File: src/rtl/sod_pkg.sv
// ----------------------------------------------------------------------------
// sod_pkg
// Shared types and constants of the send-on-delta reporter.
// ----------------------------------------------------------------------------
package sod_pkg;

  localparam int TEMP_W = 15;
  localparam int HUM_W  = 14;
  localparam int BATT_W = 10;
  localparam int INT_W  = 16;
  localparam int CHEN_W = 3;
  localparam int WAKE_W = 32;

  localparam int CFG_ADDR_W = 3;
  localparam int CFG_DATA_W = 16;

  localparam int IN_TDATA_W  = 48;
  localparam int OUT_TDATA_W = 40;

  localparam logic [TEMP_W-1:0] TEMP_DELTA_RST    = 15'd50;
  localparam logic [HUM_W-1:0]  HUM_DELTA_RST     = 14'd200;
  localparam logic [BATT_W-1:0] VOLT_DELTA_RST    = 10'd24;
  localparam logic [INT_W-1:0]  MAX_INTERVAL_RST  = 16'd72;
  localparam logic [BATT_W-1:0] LOW_BATT_RST      = 10'd737;
  localparam logic [CHEN_W-1:0] CHANNEL_EN_RST    = 3'd5;

  typedef enum logic [CFG_ADDR_W-1:0] {
    REG_TEMP_DELTA     = 3'd0,
    REG_HUMIDITY_DELTA = 3'd1,
    REG_VOLTAGE_DELTA  = 3'd2,
    REG_MAX_INTERVAL   = 3'd3,
    REG_LOW_BATTERY    = 3'd4,
    REG_CHANNEL_ENABLE = 3'd5
  } reg_idx_t;

  typedef enum logic [2:0] {
    ST_LOW_BATTERY = 3'd0,
    ST_OTA         = 3'd1,
    ST_SENSOR_FAIL = 3'd2,
    ST_NO_UPDATE   = 3'd3,
    ST_SENT_OK     = 3'd4,
    ST_SEND_FAIL   = 3'd5
  } status_t;

  typedef struct packed {
    logic [TEMP_W-1:0] temp_delta;
    logic [HUM_W-1:0]  humidity_delta;
    logic [BATT_W-1:0] voltage_delta;
    logic [INT_W-1:0]  max_interval;
    logic [BATT_W-1:0] low_battery_level;
    logic [CHEN_W-1:0] channel_enable;
  } cfg_t;

  // packed from the top bit down: temperature lands in the lowest bits
  typedef struct packed {
    logic                     delivery_ok;
    logic                     ota_request;
    logic                     sensor_ok;
    logic [BATT_W-1:0]        battery_raw;
    logic [HUM_W-1:0]         humidity_centi;
    logic signed [TEMP_W-1:0] temperature_centi;
  } item_t;

  typedef struct packed {
    logic [WAKE_W-1:0] wake_number;
    logic              send_voltage;
    logic              send_humidity;
    logic              send_temperature;
    status_t           status;
  } result_t;

endpackage

File: src/rtl/send_on_delta_reporter.sv
// ----------------------------------------------------------------------------
// send_on_delta_reporter
// Send-on-delta reporting decision with heartbeat for a battery sensor node.
// ----------------------------------------------------------------------------
// Each input transfer on in_* is one wake-up of the node; each produces one
// result transfer on out_* with the status, the per-channel send flags and
// the wake count after the step. Items go through an input register, the
// decision logic and a result register, so each result passes through both
// registers after its input transfer. One item per cycle is sustained: the
// input side keeps taking items while a result waits, as long as the result
// register can advance. When out_tready is low, the result holds and in_tready
// drops as soon as the input register holds an item; no item is lost.
// Configuration registers are written through cfg_we/cfg_addr/cfg_wdata and
// take effect at once; write them only while no item is in flight.
// Reset (rst_n low, synchronous) empties both registers, loads the register
// defaults and clears history: the next counted wake-up is a first start.
// ----------------------------------------------------------------------------
module send_on_delta_reporter #(
  parameter int COUNT_WIDTH = 32
) (
  input  logic                               clk,
  input  logic                               rst_n,
  input  logic                               in_tvalid,
  output logic                               in_tready,
  // temperature_centi[14:0], humidity_centi[28:15], battery_raw[38:29],
  // sensor_ok[39], ota_request[40], delivery_ok[41], zero fill
  input  logic [sod_pkg::IN_TDATA_W-1:0]     in_tdata,
  output logic                               out_tvalid,
  input  logic                               out_tready,
  // status[2:0], send_temperature[3], send_humidity[4], send_voltage[5],
  // wake_number[37:6], zero fill
  output logic [sod_pkg::OUT_TDATA_W-1:0]    out_tdata,
  input  logic                               cfg_we,
  input  logic [sod_pkg::CFG_ADDR_W-1:0]     cfg_addr,
  input  logic [sod_pkg::CFG_DATA_W-1:0]     cfg_wdata
);

  localparam int ITEM_W = $bits(sod_pkg::item_t);
  localparam int RES_W  = $bits(sod_pkg::result_t);

  sod_pkg::cfg_t    cfg;
  sod_pkg::item_t   item_r;
  sod_pkg::result_t res;
  sod_pkg::result_t res_r;
  logic             in_vld_r, in_vld_nxt;
  logic             out_vld_r, out_vld_nxt;
  logic             advance;

  sod_cfg_regs u_cfg (
    .clk       (clk),
    .rst_n     (rst_n),
    .cfg_we    (cfg_we),
    .cfg_addr  (cfg_addr),
    .cfg_wdata (cfg_wdata),
    .cfg       (cfg)
  );

  sod_core #(
    .COUNT_WIDTH (COUNT_WIDTH)
  ) u_core (
    .clk     (clk),
    .rst_n   (rst_n),
    .advance (advance),
    .item    (item_r),
    .cfg     (cfg),
    .result  (res)
  );

  always_comb begin
    advance     = in_vld_r && (!out_vld_r || out_tready);
    in_tready   = !in_vld_r || advance;
    in_vld_nxt  = in_tready ? in_tvalid : in_vld_r;
    out_vld_nxt = advance ? 1'b1 : (out_tready ? 1'b0 : out_vld_r);
  end

  always_ff @(posedge clk) begin
    if (!rst_n) begin
      in_vld_r  <= 1'b0;
      out_vld_r <= 1'b0;
    end else begin
      in_vld_r  <= in_vld_nxt;
      out_vld_r <= out_vld_nxt;
    end
  end

  always_ff @(posedge clk) begin
    if (in_tvalid && in_tready) begin
      item_r <= sod_pkg::item_t'(in_tdata[ITEM_W-1:0]);
    end
    if (advance) begin
      res_r <= res;
    end
  end

  assign out_tvalid = out_vld_r;
  assign out_tdata  = {{(sod_pkg::OUT_TDATA_W-RES_W){1'b0}}, res_r};

  a_early_exit_no_flags: assert property (@(posedge clk) disable iff (!rst_n)
    out_vld_r && (res_r.status == sod_pkg::ST_LOW_BATTERY ||
                  res_r.status == sod_pkg::ST_OTA ||
                  res_r.status == sod_pkg::ST_SENSOR_FAIL ||
                  res_r.status == sod_pkg::ST_NO_UPDATE)
    |-> !(res_r.send_temperature || res_r.send_humidity || res_r.send_voltage))
    else $error("send flag set without a report");

  a_report_has_flag: assert property (@(posedge clk) disable iff (!rst_n)
    out_vld_r && (res_r.status == sod_pkg::ST_SENT_OK || res_r.status == sod_pkg::ST_SEND_FAIL)
    |-> (res_r.send_temperature || res_r.send_humidity || res_r.send_voltage))
    else $error("report status without any channel flagged");

  a_flags_follow_enable: assert property (@(posedge clk) disable iff (!rst_n)
    advance |-> !((res.send_temperature && !cfg.channel_enable[0]) ||
                  (res.send_humidity && !cfg.channel_enable[1]) ||
                  (res.send_voltage && !cfg.channel_enable[2])))
    else $error("disabled channel flagged for reporting");

endmodule

File: src/rtl/sod_cfg_regs.sv
// ----------------------------------------------------------------------------
// sod_cfg_regs
// Configuration register file, written through a plain write port.
// ----------------------------------------------------------------------------
module sod_cfg_regs (
  input  logic                             clk,
  input  logic                             rst_n,
  input  logic                             cfg_we,
  input  logic [sod_pkg::CFG_ADDR_W-1:0]   cfg_addr,
  input  logic [sod_pkg::CFG_DATA_W-1:0]   cfg_wdata,
  output sod_pkg::cfg_t                    cfg
);

  sod_pkg::cfg_t cfg_r;
  sod_pkg::cfg_t cfg_nxt;

  always_comb begin
    cfg_nxt = cfg_r;
    if (cfg_we) begin
      case (cfg_addr)
        sod_pkg::REG_TEMP_DELTA:
          cfg_nxt.temp_delta = cfg_wdata[sod_pkg::TEMP_W-1:0];
        sod_pkg::REG_HUMIDITY_DELTA:
          cfg_nxt.humidity_delta = cfg_wdata[sod_pkg::HUM_W-1:0];
        sod_pkg::REG_VOLTAGE_DELTA:
          cfg_nxt.voltage_delta = cfg_wdata[sod_pkg::BATT_W-1:0];
        sod_pkg::REG_MAX_INTERVAL:
          cfg_nxt.max_interval = cfg_wdata[sod_pkg::INT_W-1:0];
        sod_pkg::REG_LOW_BATTERY:
          cfg_nxt.low_battery_level = cfg_wdata[sod_pkg::BATT_W-1:0];
        sod_pkg::REG_CHANNEL_ENABLE:
          cfg_nxt.channel_enable = cfg_wdata[sod_pkg::CHEN_W-1:0];
        default: ;
      endcase
    end
  end

  always_ff @(posedge clk) begin
    if (!rst_n) begin
      cfg_r.temp_delta        <= sod_pkg::TEMP_DELTA_RST;
      cfg_r.humidity_delta    <= sod_pkg::HUM_DELTA_RST;
      cfg_r.voltage_delta     <= sod_pkg::VOLT_DELTA_RST;
      cfg_r.max_interval      <= sod_pkg::MAX_INTERVAL_RST;
      cfg_r.low_battery_level <= sod_pkg::LOW_BATT_RST;
      cfg_r.channel_enable    <= sod_pkg::CHANNEL_EN_RST;
    end else begin
      cfg_r <= cfg_nxt;
    end
  end

  assign cfg = cfg_r;

endmodule

File: src/rtl/sod_core.sv
// ----------------------------------------------------------------------------
// sod_core
// Wake-up decision logic and report history state.
// ----------------------------------------------------------------------------
module sod_core #(
  parameter int COUNT_WIDTH = 32
) (
  input  logic             clk,
  input  logic             rst_n,
  input  logic             advance,
  input  sod_pkg::item_t   item,
  input  sod_pkg::cfg_t    cfg,
  output sod_pkg::result_t result
);

  localparam int CMP_W = (COUNT_WIDTH > sod_pkg::INT_W) ? COUNT_WIDTH : sod_pkg::INT_W;

  logic                          hist_r, hist_nxt;
  logic [COUNT_WIDTH-1:0]        wake_r, wake_nxt;
  logic [COUNT_WIDTH-1:0]        last_r, last_nxt;
  logic [sod_pkg::TEMP_W-1:0]    sent_t_r, sent_t_nxt;
  logic [sod_pkg::HUM_W-1:0]     sent_h_r, sent_h_nxt;
  logic [sod_pkg::BATT_W-1:0]    sent_v_r, sent_v_nxt;

  logic [COUNT_WIDTH-1:0]        wake_cnt;
  logic [COUNT_WIDTH-1:0]        last_eff;
  logic [COUNT_WIDTH-1:0]        elapsed;
  logic                          force_all;
  logic signed [16:0]            t_diff, t_dlt;
  logic signed [14:0]            h_diff, h_dlt;
  logic signed [10:0]            v_diff, v_dlt;
  logic                          t_out, h_out, v_out;
  logic                          st, sh, sv;
  sod_pkg::status_t              status;

  always_comb begin
    wake_cnt  = hist_r ? wake_r + COUNT_WIDTH'(1) : COUNT_WIDTH'(1);
    last_eff  = hist_r ? last_r : COUNT_WIDTH'(1);
    elapsed   = wake_cnt - last_eff;
    force_all = !hist_r || (CMP_W'(elapsed) >= CMP_W'(cfg.max_interval));

    t_diff = $signed({{2{item.temperature_centi[sod_pkg::TEMP_W-1]}}, item.temperature_centi})
           - $signed({{2{sent_t_r[sod_pkg::TEMP_W-1]}}, sent_t_r});
    t_dlt  = $signed({2'b00, cfg.temp_delta});
    h_diff = $signed({1'b0, item.humidity_centi}) - $signed({1'b0, sent_h_r});
    h_dlt  = $signed({1'b0, cfg.humidity_delta});
    v_diff = $signed({1'b0, item.battery_raw}) - $signed({1'b0, sent_v_r});
    v_dlt  = $signed({1'b0, cfg.voltage_delta});
    t_out  = (t_diff > t_dlt) || (t_diff < -t_dlt);
    h_out  = (h_diff > h_dlt) || (h_diff < -h_dlt);
    v_out  = (v_diff > v_dlt) || (v_diff < -v_dlt);

    hist_nxt   = hist_r;
    wake_nxt   = wake_r;
    last_nxt   = last_r;
    sent_t_nxt = sent_t_r;
    sent_h_nxt = sent_h_r;
    sent_v_nxt = sent_v_r;
    st = 1'b0;
    sh = 1'b0;
    sv = 1'b0;

    if (item.battery_raw <= cfg.low_battery_level) begin
      status = sod_pkg::ST_LOW_BATTERY;
    end else if (item.ota_request) begin
      status   = sod_pkg::ST_OTA;
      hist_nxt = 1'b0;
    end else if (!item.sensor_ok) begin
      status = sod_pkg::ST_SENSOR_FAIL;
    end else begin
      st = (force_all || t_out) && cfg.channel_enable[0];
      sh = (force_all || h_out) && cfg.channel_enable[1];
      sv = (force_all || v_out) && cfg.channel_enable[2];
      hist_nxt = 1'b1;
      wake_nxt = wake_cnt;
      last_nxt = last_eff;
      if (st || sh || sv) begin
        if (item.delivery_ok) begin
          status   = sod_pkg::ST_SENT_OK;
          last_nxt = wake_cnt;
          if (st) sent_t_nxt = item.temperature_centi;
          if (sh) sent_h_nxt = item.humidity_centi;
          if (sv) sent_v_nxt = item.battery_raw;
        end else begin
          status = sod_pkg::ST_SEND_FAIL;
        end
      end else begin
        status = sod_pkg::ST_NO_UPDATE;
      end
    end

    result.status           = status;
    result.send_temperature = st;
    result.send_humidity    = sh;
    result.send_voltage     = sv;
    result.wake_number      = sod_pkg::WAKE_W'(wake_nxt);
  end

  always_ff @(posedge clk) begin
    if (!rst_n) begin
      hist_r   <= 1'b0;
      wake_r   <= '0;
      last_r   <= '0;
      sent_t_r <= '0;
      sent_h_r <= '0;
      sent_v_r <= '0;
    end else if (advance) begin
      hist_r   <= hist_nxt;
      wake_r   <= wake_nxt;
      last_r   <= last_nxt;
      sent_t_r <= sent_t_nxt;
      sent_h_r <= sent_h_nxt;
      sent_v_r <= sent_v_nxt;
    end
  end

  a_ota_clears_history: assert property (@(posedge clk) disable iff (!rst_n)
    advance && (status == sod_pkg::ST_OTA) |=> !hist_r)
    else $error("update request did not clear history");

  a_counted_sets_history: assert property (@(posedge clk) disable iff (!rst_n)
    advance && (status == sod_pkg::ST_NO_UPDATE || status == sod_pkg::ST_SENT_OK ||
                status == sod_pkg::ST_SEND_FAIL) |=> hist_r)
    else $error("counted wake-up left history invalid");

  a_sent_updates_last: assert property (@(posedge clk) disable iff (!rst_n)
    advance && (status == sod_pkg::ST_SENT_OK) |=> (last_r == wake_r))
    else $error("report time not stored after successful transfer");

  a_early_exit_holds_count: assert property (@(posedge clk) disable iff (!rst_n)
    advance && (status == sod_pkg::ST_LOW_BATTERY || status == sod_pkg::ST_SENSOR_FAIL)
    |=> $stable(wake_r))
    else $error("wake count moved on an abandoned wake-up");

endmodule

File: config.mk
export PLATFORM = sky130hd
export DESIGN_NAME = send_on_delta_reporter
export DESIGN_NICKNAME = d
export VERILOG_FILES = /design/src/rtl/sod_pkg.sv /design/src/rtl/send_on_delta_reporter.sv /design/src/rtl/sod_cfg_regs.sv /design/src/rtl/sod_core.sv
export SDC_FILE = /design/constraint.sdc
export NUM_CORES = 1
export LEC_CHECK = 0
export BUFFER_PORTS_ARGS = -buffer_cell sky130_fd_sc_hd__clkbuf_2
export CAP_MARGIN = 0
export CORE_ASPECT_RATIO = 1.5
export CORE_MARGIN = 1.5
export CORE_UTILIZATION = 50
export CTS_CLUSTER_DIAMETER = 60
export CTS_CLUSTER_SIZE = 12
export DETAILED_ROUTE_END_ITERATION = 10
export PLACE_DENSITY = 0.67
export SLEW_MARGIN = 25
export SYNTH_ARGS = -nofsm -noshare
export SYNTH_HDL_FRONTEND = slang
export SYNTH_SLANG_ARGS = --single-unit
File: constraint.sdc
create_clock -name clk -period 16.8 [get_ports clk]
set_input_delay 3.36 -clock clk [delete_from_list [all_inputs] [get_ports clk]]
set_output_delay 3.36 -clock clk [all_outputs]
set_load 0.1 [all_outputs]
# Word level (Yosys, flattened, before mapping)
# Index checks and enable logic that the tools add are counted.
[word_totals]
ff_bits = 254
in_bits = 72
output_inout_bits = 42
word_cells = 103
[op_classes]
n_addsub = 8
magnitude_cmp = 8
n_eq_ne = 5
muxes = 15
bitwise_logic = 4
n_reduce_logical = 36
[op_table]
columns = ["op", "count"]
rows = [
  ["32-bit 2-to-1 mux", 7],
  ["32-bit by 1-bit adder with 32-bit output, second input constant", 1],
  ["32-bit by 16-bit greater-or-equal comparator with 1-bit output", 1],
  ["32-bit subtractor", 1],
  ["7-bit AND reduction", 3],
  ["17-bit by 16-bit greater-than comparator with 1-bit output", 1],
  ["17-bit less-than comparator", 1],
  ["15-bit negation with 17-bit output", 1],
  ["15-bit by 15-bit subtractor with 16-bit output", 1],
  ["15-bit greater-than comparator", 1],
  ["15-bit less-than comparator", 1],
  ["14-bit negation with 15-bit output", 1],
  ["14-bit by 14-bit subtractor with 15-bit output", 1],
  ["2-bit AND reduction", 6],
  ["11-bit greater-than comparator", 1],
  ["1-bit logical OR", 11],
  ["11-bit less-than comparator", 1],
  ["10-bit negation with 11-bit output", 1],
  ["10-bit by 10-bit subtractor with 11-bit output", 1],
  ["10-bit <= comparator", 1],
  ["3-bit by 2-bit == test with 1-bit output, second input constant", 2],
  ["3-bit == test, second input constant", 2],
  ["1-bit 2-to-1 mux", 6],
  ["1-bit logical AND", 5],
  ["11 further kinds", 18],
]

# Longest topological paths before layout
[depth]
depth_word = 12
mapped_depth = 29
mapped_depth_nobuf = 27

# Cells and area by module
# Synthesis repeated with hierarchy kept, for this count alone.
[hier_totals]
hier_cells = 1971
area_unflattened_um2 = 17166.5
[modules_own_cells]
columns = ["mod", "instances", "cells_each", "area_each_um2", "seq_area_each_um2"]
rows = [
  ["sod_core", 1, 1623, 12002.8, 2082.0],
  ["sod_cfg_regs", 1, 256, 2638.8, 1361.3],
  ["send_on_delta_reporter", 1, 92, 2524.9, 2442.3],
]

# Worst setup path before layout
# OpenSTA, ideal clock, no wires.
[synth_path]
kind = "input-to-output"
from = "input port out_tready"
to = "output port in_tready"
arrival_time_ns = 4.119
required_ns = 13.440
setup_slack_ns = 9.321
path_stages = 2
n_path_buf = 0
path_cell_list = "nor2b_1 nand2_1"
[synth_via]
elab_chain_len = 3
[synth_lines]
columns = ["item", "line", "rtl"]
rows = [
  ["start, declared", "send_on_delta_reporter.sv:29", "input logic out_tready,"],
  ["1-bit logical OR", "send_on_delta_reporter.sv:70", "advance = in_vld_r && (!out_vld_r || out_tready);"],
  ["1-bit logical AND", "send_on_delta_reporter.sv:70", ""],
  ["1-bit logical OR", "send_on_delta_reporter.sv:71", "in_tready = !in_vld_r || advance;"],
  ["end, declared", "send_on_delta_reporter.sv:24", "output logic in_tready,"],
]
# No other way between the ends.

# Worst setup path after layout
[layout_path]
from = "register u_core.wake_r[2]"
to = "register u_core.last_r[8]"
[layout_via]
elab_chain_len = 10
elab_cells_between_ends = 15
classes_between = "add/sub: 2; order compare: 1; mux: 3; reduce/logical: 9"
[layout_lines]
columns = ["item", "line", "rtl"]
rows = [
  ["start, declared", "sod_core.sv:19", "logic [COUNT_WIDTH-1:0] wake_r, wake_nxt;"],
  ["start signal, assigned", "sod_core.sv:109", "wake_r <= wake_nxt;"],
  ["32-bit by 1-bit adder with 32-bit output (*)", "sod_core.sv:37", "wake_cnt = hist_r ? wake_r + COUNT_WIDTH'(1) : COUNT_WIDTH'(1);"],
  ["32-bit 2-to-1 mux (*)", "sod_core.sv:37", ""],
  ["32-bit subtractor", "sod_core.sv:39", "elapsed = wake_cnt - last_eff;"],
  ["32-bit by 16-bit greater-or-equal comparator with 1-bit output", "sod_core.sv:40", "force_all = !hist_r || (CMP_W'(elapsed) >= CMP_W'(cfg.max_interval));"],
  ["1-bit logical OR", "sod_core.sv:40", ""],
  ["1-bit logical OR, on equally long branches", "sod_core.sv:71, sod_core.sv:72", ""],
  ["1-bit logical AND, on equally long branches", "sod_core.sv:71, sod_core.sv:72", ""],
  ["1-bit logical OR (2 in a row)", "sod_core.sv:77", "if (st || sh || sv) begin"],
  ["32-bit 2-to-1 mux (*)", "sod_core.sv:77", ""],
  ["end signal, assigned", "sod_core.sv:110", "last_r <= last_nxt;"],
  ["end, declared", "sod_core.sv:20", "logic [COUNT_WIDTH-1:0] last_r, last_nxt;"],
]
# Mark *: on every way between the ends. The rest lies on a longest branch, timed or not.
# A chain may end at the register's enable or synchronous reset.

==> metrics.txt <==
worst-margin pin slew 1.00 ns; Chip Height 228 µm; Die Footprint 0.0348 mm²; P_sw 383 µW; Final Non-Filler Cells between 2,000 and 3,000; initial antenna violation count 0; port buffer count 105; Pwr Density 74.6 mW/mm²; synth top area cells dfxtp_1, edfxtp_1, ha_1, nand2_1, a21oi_1; I/O pins between 100 and 150; Placed Cells ~2,500; die boundary width 153 µm; Final Instance Area 0.0184 mm²; maximum clock path buffer count 3; P_int approximately 990 µW; Fill cells approximately 3,200; CTS buffer count 25; Starting Density 50.6%; slowest cell on the critical path o31a_1; RSZ-0062 raised after global routing no; via count 14,300; max incr delay on CP 0.66 ns; Worst Hold Class reg -> reg; critical path capture point type flip-flop; TritonRoute pass-1 iters 5; Wirelength per Cell 17.1 µm; Routed Antenna Nets 0; combinational power share 14.1%; GRT Total Usage 24.5%; Final Skew 0.0297 ns; Leak 7.43 nW; Storage cell area 0.00589 mm²; CP Launch Type flip-flop; vias in the first global route ~14,000; Final setup viols 0; number of max-cap violations 0; layout cells sized above 1 9.66%; switching portion of total power 27.9%; largest net degree at the start of global routing 89; core footprint 0.0332 mm²; GR Overflow Total 0; Slew HR around a third; power share of the sequential group 48.1%; Seq/Total Area, Yosys 35.0%; Placed Area between 0.015 and 0.02 mm²; dpl hpwl 32.7 mm; post-CTS resize count 0; Placer Congestion ~0.95; top-area cell type share of the netlist area 20.7%; total wire length 43.0 mm; CP arrival 8.00 ns; row cnt 82; Post-route DRC 0; final setup TNS 0 ns; outcome completed; period utilization 45.2%; Slew Limit Fails 0; crit path time final 7.60 ns; clock-pin slew on the worst setup and hold paths about 0.060 ns; CTS hold repair buffers 0; Multi-input gate area 0.00999 mm²; Final Hold Vio Count 0; H-tree depth 1; fmax 132 MHz; CTS Root Cell clkbuf_16; CP Class reg -> reg; Avg Cell Area, Syn 8.38 µm²; worst-path fanout max 30; first-pass GRT wire length 69.3 mm; Critical Path RT 17.20 ns; share of flip-flops with an asynchronous set or reset 0%; dominant cell type by area after synthesis dfxtp_1; main flop type after synthesis dfxtp_1; Layout area overhead 9.19%; ANT cells 0; clock share of power 37.8%; nets roughly 2,300; Synth cell types 77; Worst VDD drop 84.7 µV; Netlist Area Pre-Place 0.0168 mm²; Synth Instances 2,008; DR vias/cell 5.71; DR iter-0 viols 498; post-CTS setup buffers 0; Skew-Pair Late Insertion Delay 0.56 ns; Syn. warnings 0; Post-synth EDFFs 80; CTS tree yes; CTS sink count 254; FF+latch count, synth 254
-- final timing paths --
check                           startpoint                            end  slack, ns  depth (start not counted)
max          u_core.wake_r[2]$_SDFFE_PN0P_  u_core.last_r[8]$_SDFFE_PN0P_       9.20                         27
min             u_cfg.cfg[25]$_SDFFE_PN0P_     u_cfg.cfg[25]$_SDFFE_PN0P_       0.45                          2
max reg2reg  u_core.wake_r[2]$_SDFFE_PN0P_  u_core.last_r[8]$_SDFFE_PN0P_       9.20                         27
min reg2reg     u_cfg.cfg[25]$_SDFFE_PN0P_     u_cfg.cfg[25]$_SDFFE_PN0P_       0.45                          2
-- flip-flops by register name, summed over array words and instances, names as in the netlist --
name	flops
item_r	42
u_core.hist_r	1
u_cfg.cfg	68
u_core.wake_r	32
u_core.sent_h_r	14
out_tdata	38
u_core.sent_v_r	10
in_vld_r	1
out_tvalid	1
u_core.last_r	32
u_core.sent_t_r	15
-- synth_stat cells (30+ instances only) --
master    number
a21oi_1      179
clkbuf_1      57
nor2_1        88
nor3_1        30
xnor2_1       59
dfxtp_1      174
nand3_1       70
o21ai_0      113
ha_1         179
nand2_1      352
edfxtp_1      80
nand2b_1      43
inv_1        165
xor2_1        50
-- critical path, delay by kind of cell (launching register included) --
family / cells / cell delay (ns)
compound gates: 8 / 2.49
xor+xnor: 2 / 0.36
fa+ha+maj: 2 / 0.71
buf+inv: 2 / 0.53
flops: 1 / 0.43
simple gates: 13 / 2.89
-- logic make-up (layout without fill, tap and decap cells) --
logic type	after synthesis	after routing	synth area share, %
XOR/XNOR	109	109	5.68
other	1	2	0.0223
flip-flops	254	254	35.0
AO/OA/AOI/OAI	499	499	19.3
adder cells (fa/ha/maj)	183	183	13.8
multiplexers	23	23	1.39
buffers and inverters	246	329	5.85
AND/OR/NAND/NOR	693	693	18.9
-- through the flow --
stage               power (mW)  util (%)  worst slack (ns)  hold WS [ns]
global placement         0.861      53.1              9.34         0.444
global route              1.43      55.2              8.76         0.471
detailed placement       0.866      53.1              9.29         0.448
CTS                       1.39      55.2              9.26         0.456
floorplan                0.813         -              9.32         0.435
finish                    1.37      55.2              9.20         0.453
-- cell usage in the layout (no fill, tap or decap), drive strengths merged, types with 5 or more instances in the layout --
| master | count |
|---|---|
| a211oi | 11 |
| nor2 | 88 |
| dfxtp | 174 |
| nor2b | 22 |
| o311ai | 6 |
| a2111oi | 6 |
| edfxtp | 80 |
| o21bai | 7 |
| nor4 | 12 |
| buf | 14 |
| o32ai | 5 |
| a211o | 7 |
| nand4 | 22 |
| xnor2 | 59 |
| a21boi | 6 |
| a31oi | 9 |
| o21ai | 114 |
| or2 | 6 |
| mux2i | 20 |
| nand3 | 70 |
| and2 | 10 |
| o21a | 22 |
| inv | 167 |
| a21o | 26 |
| nor3 | 30 |
| o2111ai | 6 |
| nand2b | 43 |
| or3 | 6 |
| a21oi | 179 |
| o22ai | 30 |
| xor2 | 50 |
| and4 | 12 |
| nand2 | 352 |
| o211ai | 30 |
| ha | 179 |
| and3 | 10 |
| o31ai | 6 |
| clkbuf | 145 |
-- layer usage --
layer  vias up  wire length (µm)  global-route usage (%)
met5         -                 0                       0
met4         0              2190                    13.4
met3       111              1650                    2.84
met2       304             23100                    48.2
met1      6756             16000                    25.0
li1       7177                 -                       -
-- power groups by stage --
stage	Combinational [mW]	Clock [mW]	Sequential (mW)
after floorplan	0.110	0	0.703
after global placement	0.189	0	0.672
after detailed placement	0.194	0	0.672
after CTS	0.194	0.533	0.659
after global routing	0.216	0.553	0.660
final	0.194	0.518	0.659
-- layout make-up --
type | instances | area share [%]
timing repair buffer | 119 | 3.43
tap | 420 | 2.86
sequential | 254 | 32.1
inverter | 166 | 3.41
clock inverter | 4 | 0.129
multi-input combinational | 1509 | 54.4
clock buffer | 40 | 3.71
(Power assumes the default switching activity.)
